--- src/design/pidaw_pkg.sv ---
// ----------------------------------------------------------------------------
// pidaw_pkg
// Shared types, constants and helpers for the incremental PID controller
// with back-calculation anti-windup.
// ----------------------------------------------------------------------------
package pidaw_pkg;

   localparam int DATA_W     = 32;
   localparam int PROD_W     = 2 * DATA_W;
   localparam int FRAC_W     = 24;
   localparam int RND_W      = PROD_W - FRAC_W;
   localparam int ACC_W      = 44;
   localparam int CSR_ADDR_W = 5;
   localparam int CSR_DATA_W = 32;

   localparam logic signed [PROD_W-1:0] ROUND_HALF = PROD_W'(64'sd8388608);

   localparam logic signed [DATA_W-1:0] WINDUP_RST   = 32'sd2399;
   localparam logic signed [DATA_W-1:0] LIMIT_RST    = 32'sd8519680;
   localparam logic signed [DATA_W-1:0] OUT_HIGH_RST = 32'sd65536;
   localparam logic signed [DATA_W-1:0] DUTY_RST     = 32'sd6554;

   typedef enum logic [2:0] {
      REG_A0,
      REG_A1,
      REG_A2,
      REG_WG,
      REG_LIMIT,
      REG_OUT_LOW,
      REG_OUT_HIGH
   } csr_index_type;

   typedef enum logic [1:0] {
      MUL_A0,
      MUL_A1,
      MUL_A2,
      MUL_WG
   } mul_sel_type;

   typedef struct packed {
      logic signed [DATA_W-1:0] coef_a0;
      logic signed [DATA_W-1:0] coef_a1;
      logic signed [DATA_W-1:0] coef_a2;
      logic signed [DATA_W-1:0] windup_gain;
      logic signed [DATA_W-1:0] measurement_limit;
      logic signed [DATA_W-1:0] output_low;
      logic signed [DATA_W-1:0] output_high;
   } pidaw_cfg_type;

   typedef struct packed {
      logic        capture;
      logic        check;
      mul_sel_type mul_sel;
      logic        acc_add;
      logic        clamp;
      logic        finish;
      logic        load_out;
   } pidaw_cmd_type;

   typedef struct packed {
      logic clear;
      logic held;
   } pidaw_sts_type;

   // Saturate a wide signed value to the data width.
   function automatic logic signed [DATA_W-1:0] sat_data(input logic signed [ACC_W-1:0] x);
      logic [ACC_W-DATA_W:0] top;
      top = x[ACC_W-1:DATA_W-1];
      if ((&top) || !(|top)) begin
         return x[DATA_W-1:0];
      end else if (x[ACC_W-1]) begin
         return {1'b1, {(DATA_W-1){1'b0}}};
      end else begin
         return {1'b0, {(DATA_W-1){1'b1}}};
      end
   endfunction

endpackage

--- src/design/pid_antiwindup_controller_core.sv ---
// ----------------------------------------------------------------------------
// pid_antiwindup_controller_core
// Incremental PID controller with back-calculation anti-windup, fixed point.
// ----------------------------------------------------------------------------
// Input channel (req_*): one transfer carries a command, a reference and a
// measurement. The block works on one item at a time and holds req_stall
// high from acceptance until its result sits in the output register.
// Result channel (rsp_*): one transfer per input item, carrying the duty and
// the held flag. The result waits in an output register while rsp_stall is
// high; a new item is accepted meanwhile and finishes its work, then waits
// for that register to drain.
// Sequence: a control step runs from acceptance through check, four passes
// through the single shared 32x32 multiplier, clamp and update before
// rsp_valid; a clear or held item goes from check straight to the wait for
// the output register. No new item is taken until the last one is loaded.
// Configuration (csr_*): registers at byte address 4*index; the user must write
// them only while no item is in flight; the block does not enforce it. Reset returns
// all registers and controller state to defaults and empties the output register.
// ----------------------------------------------------------------------------
module pid_antiwindup_controller_core (
   input  logic                                clock,
   input  logic                                reset,
   input  logic                                req_valid,
   output logic                                req_stall,
   input  logic                                req_command,
   input  logic signed [pidaw_pkg::DATA_W-1:0] req_reference,
   input  logic signed [pidaw_pkg::DATA_W-1:0] req_measurement,
   output logic                                rsp_valid,
   input  logic                                rsp_stall,
   output logic signed [pidaw_pkg::DATA_W-1:0] rsp_duty,
   output logic                                rsp_held,
   input  logic                                csr_psel,
   input  logic                                csr_penable,
   input  logic                                csr_pwrite,
   input  logic [pidaw_pkg::CSR_ADDR_W-1:0]    csr_paddr,
   input  logic [pidaw_pkg::CSR_DATA_W-1:0]    csr_pwdata,
   output logic [pidaw_pkg::CSR_DATA_W-1:0]    csr_prdata,
   output logic                                csr_pready
);
   import pidaw_pkg::*;

   pidaw_cfg_type cfg;
   pidaw_cmd_type cmd;
   pidaw_sts_type sts;

   pidaw_csr u_csr (
      .clock   (clock),
      .reset   (reset),
      .psel    (csr_psel),
      .penable (csr_penable),
      .pwrite  (csr_pwrite),
      .paddr   (csr_paddr),
      .pwdata  (csr_pwdata),
      .prdata  (csr_prdata),
      .pready  (csr_pready),
      .cfg     (cfg)
   );

   pidaw_ctrl u_ctrl (
      .clock     (clock),
      .reset     (reset),
      .req_valid (req_valid),
      .req_stall (req_stall),
      .rsp_valid (rsp_valid),
      .rsp_stall (rsp_stall),
      .sts       (sts),
      .cmd       (cmd)
   );

   pidaw_datapath u_datapath (
      .clock           (clock),
      .reset           (reset),
      .cfg             (cfg),
      .cmd             (cmd),
      .sts             (sts),
      .req_command     (req_command),
      .req_reference   (req_reference),
      .req_measurement (req_measurement),
      .rsp_duty        (rsp_duty),
      .rsp_held        (rsp_held)
   );

endmodule

--- src/design/pidaw_csr.sv ---
// ----------------------------------------------------------------------------
// pidaw_csr
// Register file for controller gains, measurement limit and output bounds.
// ----------------------------------------------------------------------------
module pidaw_csr (
   input  logic                              clock,
   input  logic                              reset,
   input  logic                              psel,
   input  logic                              penable,
   input  logic                              pwrite,
   input  logic [pidaw_pkg::CSR_ADDR_W-1:0]  paddr,
   input  logic [pidaw_pkg::CSR_DATA_W-1:0]  pwdata,
   output logic [pidaw_pkg::CSR_DATA_W-1:0]  prdata,
   output logic                              pready,
   output pidaw_pkg::pidaw_cfg_type          cfg
);
   import pidaw_pkg::*;

   pidaw_cfg_type cfg_ff;
   csr_index_type index;
   logic          wr_en;

   assign pready = 1'b1;
   assign wr_en  = psel && penable && pwrite;
   assign index  = csr_index_type'(paddr[CSR_ADDR_W-1:2]);
   assign cfg    = cfg_ff;

   always_ff @(posedge clock) begin
      if (reset) begin
         cfg_ff.coef_a0           <= '0;
         cfg_ff.coef_a1           <= '0;
         cfg_ff.coef_a2           <= '0;
         cfg_ff.windup_gain       <= WINDUP_RST;
         cfg_ff.measurement_limit <= LIMIT_RST;
         cfg_ff.output_low        <= '0;
         cfg_ff.output_high       <= OUT_HIGH_RST;
      end else if (wr_en) begin
         case (index)
            REG_A0:       cfg_ff.coef_a0           <= pwdata;
            REG_A1:       cfg_ff.coef_a1           <= pwdata;
            REG_A2:       cfg_ff.coef_a2           <= pwdata;
            REG_WG:       cfg_ff.windup_gain       <= pwdata;
            REG_LIMIT:    cfg_ff.measurement_limit <= pwdata;
            REG_OUT_LOW:  cfg_ff.output_low        <= pwdata;
            REG_OUT_HIGH: cfg_ff.output_high       <= pwdata;
            default: ;
         endcase
      end
   end

   always_comb begin
      case (index)
         REG_A0:       prdata = cfg_ff.coef_a0;
         REG_A1:       prdata = cfg_ff.coef_a1;
         REG_A2:       prdata = cfg_ff.coef_a2;
         REG_WG:       prdata = cfg_ff.windup_gain;
         REG_LIMIT:    prdata = cfg_ff.measurement_limit;
         REG_OUT_LOW:  prdata = cfg_ff.output_low;
         REG_OUT_HIGH: prdata = cfg_ff.output_high;
         default:      prdata = '0;
      endcase
   end

endmodule

--- src/design/pidaw_datapath.sv ---
// ----------------------------------------------------------------------------
// pidaw_datapath
// Error history, shared multiplier, accumulator, clamp and anti-windup sum.
// ----------------------------------------------------------------------------
module pidaw_datapath (
   input  logic                              clock,
   input  logic                              reset,
   input  pidaw_pkg::pidaw_cfg_type          cfg,
   input  pidaw_pkg::pidaw_cmd_type          cmd,
   output pidaw_pkg::pidaw_sts_type          sts,
   input  logic                              req_command,
   input  logic signed [pidaw_pkg::DATA_W-1:0] req_reference,
   input  logic signed [pidaw_pkg::DATA_W-1:0] req_measurement,
   output logic signed [pidaw_pkg::DATA_W-1:0] rsp_duty,
   output logic                              rsp_held
);
   import pidaw_pkg::*;

   // control state
   logic signed [DATA_W-1:0] e1_ff, e2_ff, last_ff, duty_ff, pclamp_ff;

   // working registers
   logic                     cmd_ff;
   logic signed [DATA_W-1:0] ref_ff, meas_ff, e_ff, diff_ff, clamped_ff;
   logic signed [ACC_W-1:0]  acc_ff;
   logic signed [PROD_W-1:0] prod_ff, prod_in;
   logic                     held_ff;
   logic signed [DATA_W-1:0] rsp_duty_ff;
   logic                     rsp_held_ff;

   logic signed [DATA_W-1:0] mul_a, mul_b;
   logic signed [PROD_W-1:0] rnd_full;
   logic signed [RND_W-1:0]  rnd;
   logic signed [ACC_W-1:0]  err_wide, diff_wide, acc_sum, fin_sum;
   logic signed [DATA_W-1:0] acc_sat, clamp_val, fin_val;
   logic                     meas_over;

   always_comb begin
      case (cmd.mul_sel)
         MUL_A0:  begin mul_a = cfg.coef_a0;     mul_b = e_ff;    end
         MUL_A1:  begin mul_a = cfg.coef_a1;     mul_b = e1_ff;   end
         MUL_A2:  begin mul_a = cfg.coef_a2;     mul_b = e2_ff;   end
         MUL_WG:  begin mul_a = cfg.windup_gain; mul_b = diff_ff; end
         default: begin mul_a = cfg.windup_gain; mul_b = diff_ff; end
      endcase
   end

   assign prod_in  = PROD_W'(mul_a) * PROD_W'(mul_b);
   // round half up, then floor shift back to Q16.16
   assign rnd_full = prod_ff + ROUND_HALF;
   assign rnd      = rnd_full[PROD_W-1:FRAC_W];

   assign err_wide  = ACC_W'(ref_ff) - ACC_W'(meas_ff);
   assign diff_wide = ACC_W'(duty_ff) - ACC_W'(pclamp_ff);
   assign acc_sum   = acc_ff + ACC_W'(rnd);
   assign acc_sat   = sat_data(acc_ff);
   assign fin_sum   = ACC_W'(rnd) + ACC_W'(clamped_ff);
   assign fin_val   = sat_data(fin_sum);
   assign meas_over = meas_ff > cfg.measurement_limit;

   // with inverted bounds, values above the upper bound take it, all others take the lower bound
   always_comb begin
      if (acc_sat > cfg.output_high) begin
         clamp_val = cfg.output_high;
      end else if (acc_sat < cfg.output_low) begin
         clamp_val = cfg.output_low;
      end else begin
         clamp_val = acc_sat;
      end
   end

   assign sts.clear = cmd_ff;
   assign sts.held  = meas_over;
   assign rsp_duty  = rsp_duty_ff;
   assign rsp_held  = rsp_held_ff;

   always_ff @(posedge clock) begin
      if (reset) begin
         e1_ff     <= '0;
         e2_ff     <= '0;
         last_ff   <= '0;
         duty_ff   <= DUTY_RST;
         pclamp_ff <= DUTY_RST;
      end else if (cmd.check && cmd_ff) begin
         e1_ff   <= '0;
         e2_ff   <= '0;
         last_ff <= '0;
      end else if (cmd.finish) begin
         e2_ff     <= e1_ff;
         e1_ff     <= e_ff;
         last_ff   <= fin_val;
         duty_ff   <= fin_val;
         pclamp_ff <= clamped_ff;
      end
   end

   always_ff @(posedge clock) begin
      prod_ff <= prod_in;
      if (cmd.capture) begin
         cmd_ff  <= req_command;
         ref_ff  <= req_reference;
         meas_ff <= req_measurement;
      end
      if (cmd.check) begin
         e_ff    <= sat_data(err_wide);
         diff_ff <= sat_data(diff_wide);
         acc_ff  <= ACC_W'(last_ff);
         held_ff <= !cmd_ff && meas_over;
      end else if (cmd.acc_add) begin
         acc_ff <= acc_sum;
      end
      if (cmd.clamp) begin
         clamped_ff <= clamp_val;
      end
      if (cmd.load_out) begin
         rsp_duty_ff <= duty_ff;
         rsp_held_ff <= held_ff;
      end
   end

   a_finish_tracks: assert property (@(posedge clock) disable iff (reset)
      cmd.finish |=> duty_ff == last_ff)
      else $error("duty and accumulator differ after a control step");

   a_clear_zeroes: assert property (@(posedge clock) disable iff (reset)
      (cmd.check && cmd_ff) |=> (e1_ff == '0 && e2_ff == '0 && last_ff == '0))
      else $error("clear left history or accumulator nonzero");

endmodule

--- src/design/pidaw_ctrl.sv ---
// ----------------------------------------------------------------------------
// pidaw_ctrl
// Sequencer: steps one item through check, four multiplies, clamp and update
// (check only for a clear or held item), then loads the output register.
// ----------------------------------------------------------------------------
module pidaw_ctrl (
   input  logic                     clock,
   input  logic                     reset,
   input  logic                     req_valid,
   output logic                     req_stall,
   output logic                     rsp_valid,
   input  logic                     rsp_stall,
   input  pidaw_pkg::pidaw_sts_type sts,
   output pidaw_pkg::pidaw_cmd_type cmd
);
   import pidaw_pkg::*;

   typedef enum logic [3:0] {
      S_IDLE,
      S_CHECK,
      S_M0,
      S_M1,
      S_M2,
      S_M3,
      S_CLAMP,
      S_FIN,
      S_DONE
   } state_type;

   state_type state_ff, state_in;
   logic      rsp_valid_ff, rsp_valid_in;
   logic      accept, out_free;

   assign req_stall = reset || (state_ff != S_IDLE);
   assign accept    = req_valid && !req_stall;
   assign rsp_valid = rsp_valid_ff;
   assign out_free  = !rsp_valid_ff || !rsp_stall;

   always_comb begin
      state_in     = state_ff;
      cmd          = '0;
      cmd.mul_sel  = MUL_WG;
      cmd.capture  = accept;
      rsp_valid_in = rsp_valid_ff && rsp_stall;
      case (state_ff)
         S_IDLE: begin
            if (accept) state_in = S_CHECK;
         end
         S_CHECK: begin
            cmd.check = 1'b1;
            if (sts.clear || sts.held) state_in = S_DONE;
            else                       state_in = S_M0;
         end
         S_M0: begin
            cmd.mul_sel = MUL_A0;
            state_in    = S_M1;
         end
         S_M1: begin
            cmd.mul_sel = MUL_A1;
            cmd.acc_add = 1'b1;
            state_in    = S_M2;
         end
         S_M2: begin
            cmd.mul_sel = MUL_A2;
            cmd.acc_add = 1'b1;
            state_in    = S_M3;
         end
         S_M3: begin
            cmd.acc_add = 1'b1;
            state_in    = S_CLAMP;
         end
         S_CLAMP: begin
            cmd.clamp = 1'b1;
            state_in  = S_FIN;
         end
         S_FIN: begin
            cmd.finish = 1'b1;
            state_in   = S_DONE;
         end
         S_DONE: begin
            // wait for the output register to drain
            if (out_free) begin
               cmd.load_out = 1'b1;
               rsp_valid_in = 1'b1;
               state_in     = S_IDLE;
            end
         end
         default: state_in = S_IDLE;
      endcase
   end

   always_ff @(posedge clock) begin
      if (reset) begin
         state_ff     <= S_IDLE;
         rsp_valid_ff <= 1'b0;
      end else begin
         state_ff     <= state_in;
         rsp_valid_ff <= rsp_valid_in;
      end
   end

   a_accept_starts: assert property (@(posedge clock) disable iff (reset)
      accept |=> state_ff == S_CHECK)
      else $error("accepted transfer did not start a step");

   a_result_from_done: assert property (@(posedge clock) disable iff (reset)
      $rose(rsp_valid_ff) |-> $past(state_ff) == S_DONE)
      else $error("result raised outside the done state");

   a_short_path: assert property (@(posedge clock) disable iff (reset)
      (state_ff == S_CHECK && (sts.clear || sts.held)) |=> state_ff == S_DONE)
      else $error("clear or held item ran the full step");

endmodule

--- config.mk ---
export PLATFORM = sky130hd
export DESIGN_NAME = pid_antiwindup_controller_core
export DESIGN_NICKNAME = d
export VERILOG_FILES = /design/src/design/pidaw_pkg.sv /design/src/design/pid_antiwindup_controller_core.sv /design/src/design/pidaw_csr.sv /design/src/design/pidaw_datapath.sv /design/src/design/pidaw_ctrl.sv
export SDC_FILE = /design/constraint.sdc
export NUM_CORES = 2
export LEC_CHECK = 0
export BUFFER_PORTS_ARGS = -buffer_cell sky130_fd_sc_hd__buf_2
export CAP_MARGIN = 40
export CELL_PAD_IN_SITES_DETAIL_PLACEMENT = 0
export CELL_PAD_IN_SITES_GLOBAL_PLACEMENT = 2
export CORE_MARGIN = 4
export CORE_UTILIZATION = 44
export CTS_CLUSTER_SIZE = 16
export DETAILED_ROUTE_END_ITERATION = 8
export GPL_TIMING_DRIVEN = 0
export PLACE_DENSITY = 0.9
export SLEW_MARGIN = 20
export SYNTH_ARGS = -nofsm -noshare
export SYNTH_HDL_FRONTEND = slang
export SYNTH_SLANG_ARGS = --single-unit
--- constraint.sdc ---
create_clock -name clock -period 23.7 [get_ports clock]
set_clock_uncertainty 0.1 [all_clocks]
set_input_delay 1.185 -clock clock [delete_from_list [all_inputs] [get_ports clock]]
set_output_delay 1.185 -clock clock [all_outputs]
set_load 0.02 [all_outputs]
=== Word level (Yosys, flattened, before mapping) ===
Cells that the tools add are included.

* Bits in registers: 692
* Word-level logic and storage cells: 127

* $add $sub $neg: 5
* $mul: 1
* $lt $le $gt $ge: 3
* Equal/unequal tests: 19
* Mux-type cells: 28
* Bitwise operators: 1
* Reduce and logical (&&, ||, !) cells: 45

{| class="wikitable"
|+ Operators by type and width
! kind !! number
|-
| $mux 32 || 10
|-
| $pmux 32 s4 || 2
|-
| $pmux 32 s7 || 1
|-
| $mux 44 || 2
|-
| $sub 32x32->33 || 2
|-
| $add 64x25->64 const B || 1
|-
| $gt 32x32->1 || 2
|-
| $mul 32x32->64 || 1
|-
| $reduce_and 13->1 || 4
|-
| $reduce_or 13->1 || 4
|-
| $add 44x40->44 || 1
|-
| $add 40x32->41 || 1
|-
| $pmux 4 s9 || 1
|-
| $lt 32x32->1 || 1
|-
| $reduce_and 2->1 || 9
|-
| $eq 4x3->1 const B || 4
|-
| $mux 4 || 3
|-
| $eq 3x3->1 const B || 3
|-
| $eq 4x2->1 const B || 2
|-
| $logic_not 1->1 || 8
|-
| $mux 1 || 8
|-
| $logic_or 1x1->1 || 7
|-
| $eq 3x2->1 const B || 2
|-
| $logic_and 1x1->1 || 6
|-
| 15 further kinds || 17
|}

=== Logic depth before layout (Yosys ltp) ===
* Depth after elaboration: 7
* Gate-level depth with buffers: 41
* Mapped depth without buffers: 35

=== Cells and area by module ===
From an unflattened synthesis, not the netlist that was laid out.

* Cells, all modules: 7843
* Area total of the unflattened synthesis: 73938.4 um2

{| class="wikitable"
|+ By module, submodules not included
! module !! instances !! cells an instance !! area each (um2) !! sequential area each (um2)
|-
| pidaw_datapath || 1 || 6712 || 62745.2 || 11200.7
|-
| pidaw_csr || 1 || 1088 || 10857.9 || 4484.3
|-
| pidaw_ctrl || 1 || 43 || 335.3 || 100.1
|}

=== Least setup slack after synthesis ===
Ideal clock, no wire load.

* Kind: register to register
* Start point: register u_ctrl.state_ff[0]
* End point: register u_datapath.prod_ff[62]
* Data arrival time: 9.501 ns
* Required time: 23.528 ns
* Path slack: 14.027 ns
* Stages on the path, launching flop included: 41
* Period minus slack after synthesis: 9.673 ns
* Cells stage by stage: dfxtp_1 clkbuf_1 clkbuf_1 nor3_1 nor2_1 clkbuf_1 nand2_1 nand3_1 o21a_1 clkbuf_1 clkbuf_1 nand2_1 inv_1 fa_1 inv_1 fa_1 inv_1 fa_1 [5 not listed] inv_1 fa_1 inv_1 fa_1 ha_1 clkbuf_1 a21o_1 a21o_1 a21o_1 a21o_1 a21oi_1 nor2b_1 o21ai_0 nand2b_1 a311oi_1 nor2_1 a21oi_1 xnor2_1

* Cells in the longest elaborated chain, start to end: 5
* Elaborated cells between the ends (all ways): 11

{| class="wikitable"
|+ RTL lines
! item !! RTL line !! RTL
|-
| start, declared || pidaw_ctrl.sv:30 || <nowiki>state_type state_ff, state_in;</nowiki>
|-
| start signal, assigned || pidaw_ctrl.sv:97 || <nowiki>state_ff <= state_in;</nowiki>
|-
| $eq 4x3->1 or $eq 4x2->1 (tied branches) || pidaw_ctrl.sv:45 || <nowiki>case (state_ff)</nowiki>
|-
| $pmux 2 s3 * || pidaw_ctrl.sv:45 ||
|-
| $eq 2x2->1 (tied with other cells) || pidaw_datapath.sv:39 || <nowiki>case (cmd.mul_sel)</nowiki>
|-
| $pmux 32 s4 || pidaw_datapath.sv:39 ||
|-
| $mul 32x32->64 * || pidaw_datapath.sv:48 || <nowiki>assign prod_in = PROD_W'(mul_a) * PROD_W'(mul_b);</nowiki>
|-
| named net u_datapath.prod_in[62] || pidaw_datapath.sv:26 || <nowiki>logic signed [PROD_W-1:0] prod_ff, prod_in;</nowiki>
|-
| end signal, assigned || pidaw_datapath.sv:98 || <nowiki>prod_ff <= prod_in;</nowiki>
|-
| end, declared || pidaw_datapath.sv:26 ||
|}

The timed path passes the listed nets; every way through them passes the cells marked *.
A chain may end at the register's enable or synchronous reset.

=== Worst setup path in the final report ===
* Start point: register u_ctrl.state_ff[0]
* End point: register u_datapath.prod_ff[59]

Same word-level chain as after synthesis.

==> flow_metrics.tcl <==
set metrics [dict create \
    avgRoutedWirePerCell_um 29.2 \
    ios 177 \
    drt-initial-drc-count 7781 \
    synth-seq-cells 669 \
    finalHoldViolCount 0 \
    synth-seq-area-share_pct 22.0 \
    post-cts-setup-buffers 0 \
    final_cell_mix "nand2_1 (1329), inv_1 (1196), fa_1 (1084), nor2_1 (754), a21oi_1 (590)" \
    post_synth.cell_area_avg_um2 8.79 \
    clk_pin_slew_ns 0.06 \
    synth_area_um2 71700 \
    crit_top_cell "fa_1" \
    cts_made_buffers 71 \
    r2r_start "u_ctrl.state_ff[0]" \
    reg2reg_depth 36 \
    p_leak_nw 35.1 \
    cts_tree "yes" \
    max_freq_mhz 73.7 \
    crit_slowest_cell "fa_1" \
    cp-end-kind "flop" \
    worst_ir_drop_vdd_uv 213 \
    report.final.slew_viol_count 0 \
    dp_hpwl_mm 266 \
    clockBufferDepth 3 \
    area_growth_pct 11.7 \
    seq_area_um2 15800 \
    io_buffers 172 \
    yosysTopAreaCell "fa_1" \
    holdBufCountCts 0 \
    die_x_um 412 \
    start_util_pct 44.4 \
    drive_gt1_share_pct 6.81 \
    netlist.area_leader.share_pct 30.3 \
    fin_crit_ns 13.57 \
    routed_via_density 5.82 \
    cts.htree.levels 3 \
    multi_input_area_um2 50100 \
    path_class "flop to flop" \
    post_dp_cell_area_um2 77300 \
    synth-edff-count 239 \
    yosys_warnings 0 \
    worst-path-max-fanout 10 \
    cp-start-kind "flop" \
    hold_path_class "flop to flop" \
    setup_tns_ns 0 \
    grt_pass1_wl_mm 446 \
    cap_violations 0 \
    dp_cells 10600 \
    layout_commonest_cell "nand2_1" \
    hold_end "u_csr.cfg[67]" \
    setup.worst_path.start "u_ctrl.state_ff[0]" \
    instances_no_fill 10800 \
    vias 63100 \
    fillCellCount 15600 \
    synthDistinctLibCells 89 \
    whs_path_depth 2 \
    synth_ff_type "dfxtp_1" \
    postRouteAntennaNets 0 \
    nNetsFinal 10200 \
    stdcell_area_um2 80100 \
    reg2reg_to "u_datapath.prod_ff[59]" \
    rows 147 \
    antenna_found_initial 26 \
    grt_pass1_vias 62400 \
    status "finished clean" \
    postSynthCellCount 8159 \
    grt_remaining_overflow 0 \
    core_um2 161000 \
    syn-num-nets 9776 \
    cts.repair.resized 0 \
    routed_wl_mm 316 \
    cts_sinks 669 \
    cts_root_buffer "clkbuf_16" \
    max_stage_delay_ns 0.97 \
    max_slew.worst_pin.slew_ns 1.02 \
    setup_viol_count_final 0 \
    grt_setup_unrepaired "false" \
    min_from "u_csr.cfg[67]" \
    track_usage_pct 37.0 \
    async_reset_ff_share_pct 0 \
    grt_max_degree 64 \
    clkLatencyLatePin_ns 0.68 \
    fin_crit_sh_pct 57.3 \
    drc_errors 0 \
    synth_area_leaders "fa_1 (30%), dfxtp_1 (12%), edfxtp_1 (10%)" \
    place_congestion 1.04 \
    power_mw 8.30 \
    worstPathRequired_ns 24.08 \
    firstDrtPassIters 6 \
    die_area_um2 169000 \
    die_y_um 412 \
    p_per_area_nw_per_um2 104 \
    r2r_setup_slack_ns 10.13 \
    critPathArrivalTime_ns 13.95 \
    slew_headroom_pct 32.2 \
]
[layer usage]
layer / track usage [%] / routed length, um / vias to the layer above
li1: - / - / 27000
met1: 49.6 / 126000 / 31300
met2: 53.7 / 131000 / 3795
met3: 11.3 / 37600 / 949
met4: 19.4 / 21500 / 14
met5: 0 / 88 / -
[synthesized netlist by cell type, types with 53 or more instances]
cell and n:
ha_1 423, mux2i_1 101, inv_1 1196, dfxtp_1 430, nand3_1 131, xor2_1 77
nand4_1 55, clkbuf_1 380, o21ai_0 241, nor2_1 755, o21a_1 108, fa_1 1085
a21oi_1 591, nor3_1 60, edfxtp_1 239, xnor2_1 144, nand2b_1 53, a21o_1 129
a22oi_1 92, nand2_1 1329
[worst max-delay path by stage]
stage	cells past startpoint	to	slack, ns
global route	41	u_datapath.prod_ff[62]	9.59
CTS	39	u_datapath.prod_ff[61]	10.19
global placement	34	u_datapath.prod_ff[62]	9.69
detailed placement	39	u_datapath.prod_ff[61]	10.23
floorplan	40	u_datapath.prod_ff[62]	14.03
finish	36	u_datapath.prod_ff[59]	10.13
[sequential cells by signal, summed over array words and instances (netlist names)]
signal / cells
u_datapath.clamped_ff: 32
u_datapath.e1_ff: 32
u_datapath.prod_ff: 41
u_datapath.acc_ff: 44
u_datapath.meas_ff: 32
u_datapath.pclamp_ff: 32
u_datapath.ref_ff: 32
u_datapath.e2_ff: 32
u_csr.cfg: 224
u_datapath.last_ff: 32
u_datapath.rsp_duty: 32
u_datapath.duty_ff: 32
u_datapath.rsp_held: 1
u_datapath.diff_ff: 32
u_ctrl.rsp_valid: 1
u_datapath.cmd_ff: 1
u_datapath.held_ff: 1
u_datapath.e_ff: 32
u_ctrl.state_ff: 4
[report_power, final]
group,switching (mW),leakage (nW),internal [mW]
clock network,0.517,1.16,0.645
registers,0.0949,5.68,1.35
logic,3.55,28.3,2.15
total,4.16,35.1,4.14
[per-stage QoR]
step | hold slack, ns | worst slack [ns] | util [%]
after floorplan | 0.300 | 14.03 | -
after global placement | 0.342 | 9.69 | 46.6
after detailed placement | 0.347 | 10.23 | 47.9
after CTS | 0.355 | 10.19 | 49.4
after global routing | 0.371 | 9.59 | 49.6
final | 0.355 | 10.13 | 49.6
[worst max-delay path, delay by kind of cell, from the launching register on]
| kind | cells | cell delay [ns] |
|---|---|---|
| fa+ha+maj | 9 | 4.82 |
| compound gates | 4 | 1.10 |
| flops | 1 | 0.35 |
| xor+xnor | 1 | 0.71 |
| simple gates | 9 | 1.72 |
| buf+inv | 13 | 4.54 |
[layout make-up]
| cell class | count | area share (%) |
|---|---|---|
| multi-input cells | 5875 | 62.5 |
| flip-flops and latches | 669 | 19.7 |
| inverters | 1197 | 5.61 |
| repair buffers | 348 | 3.67 |
| well taps | 2160 | 3.38 |
| clock buffers | 98 | 2.61 |
| plain buffers | 418 | 2.01 |
| clock inverters | 30 | 0.330 |
| diodes | 40 | 0.125 |
[cells by family after synthesis]
kind of cell | count (synthesis) | share of synthesized area (%)
AOI/OAI and AO/OA | 1449 | 12.3
xor gates and xnor gates | 221 | 2.70
adders and majority gates | 1513 | 37.8
buffers and inverters | 1615 | 8.50
DFF | 669 | 22.0
muxes | 117 | 1.74
other | 1 | 0.00523
and+or+nand+nor | 2574 | 15.0
Note: power is estimated with default switching activity, not from simulation.
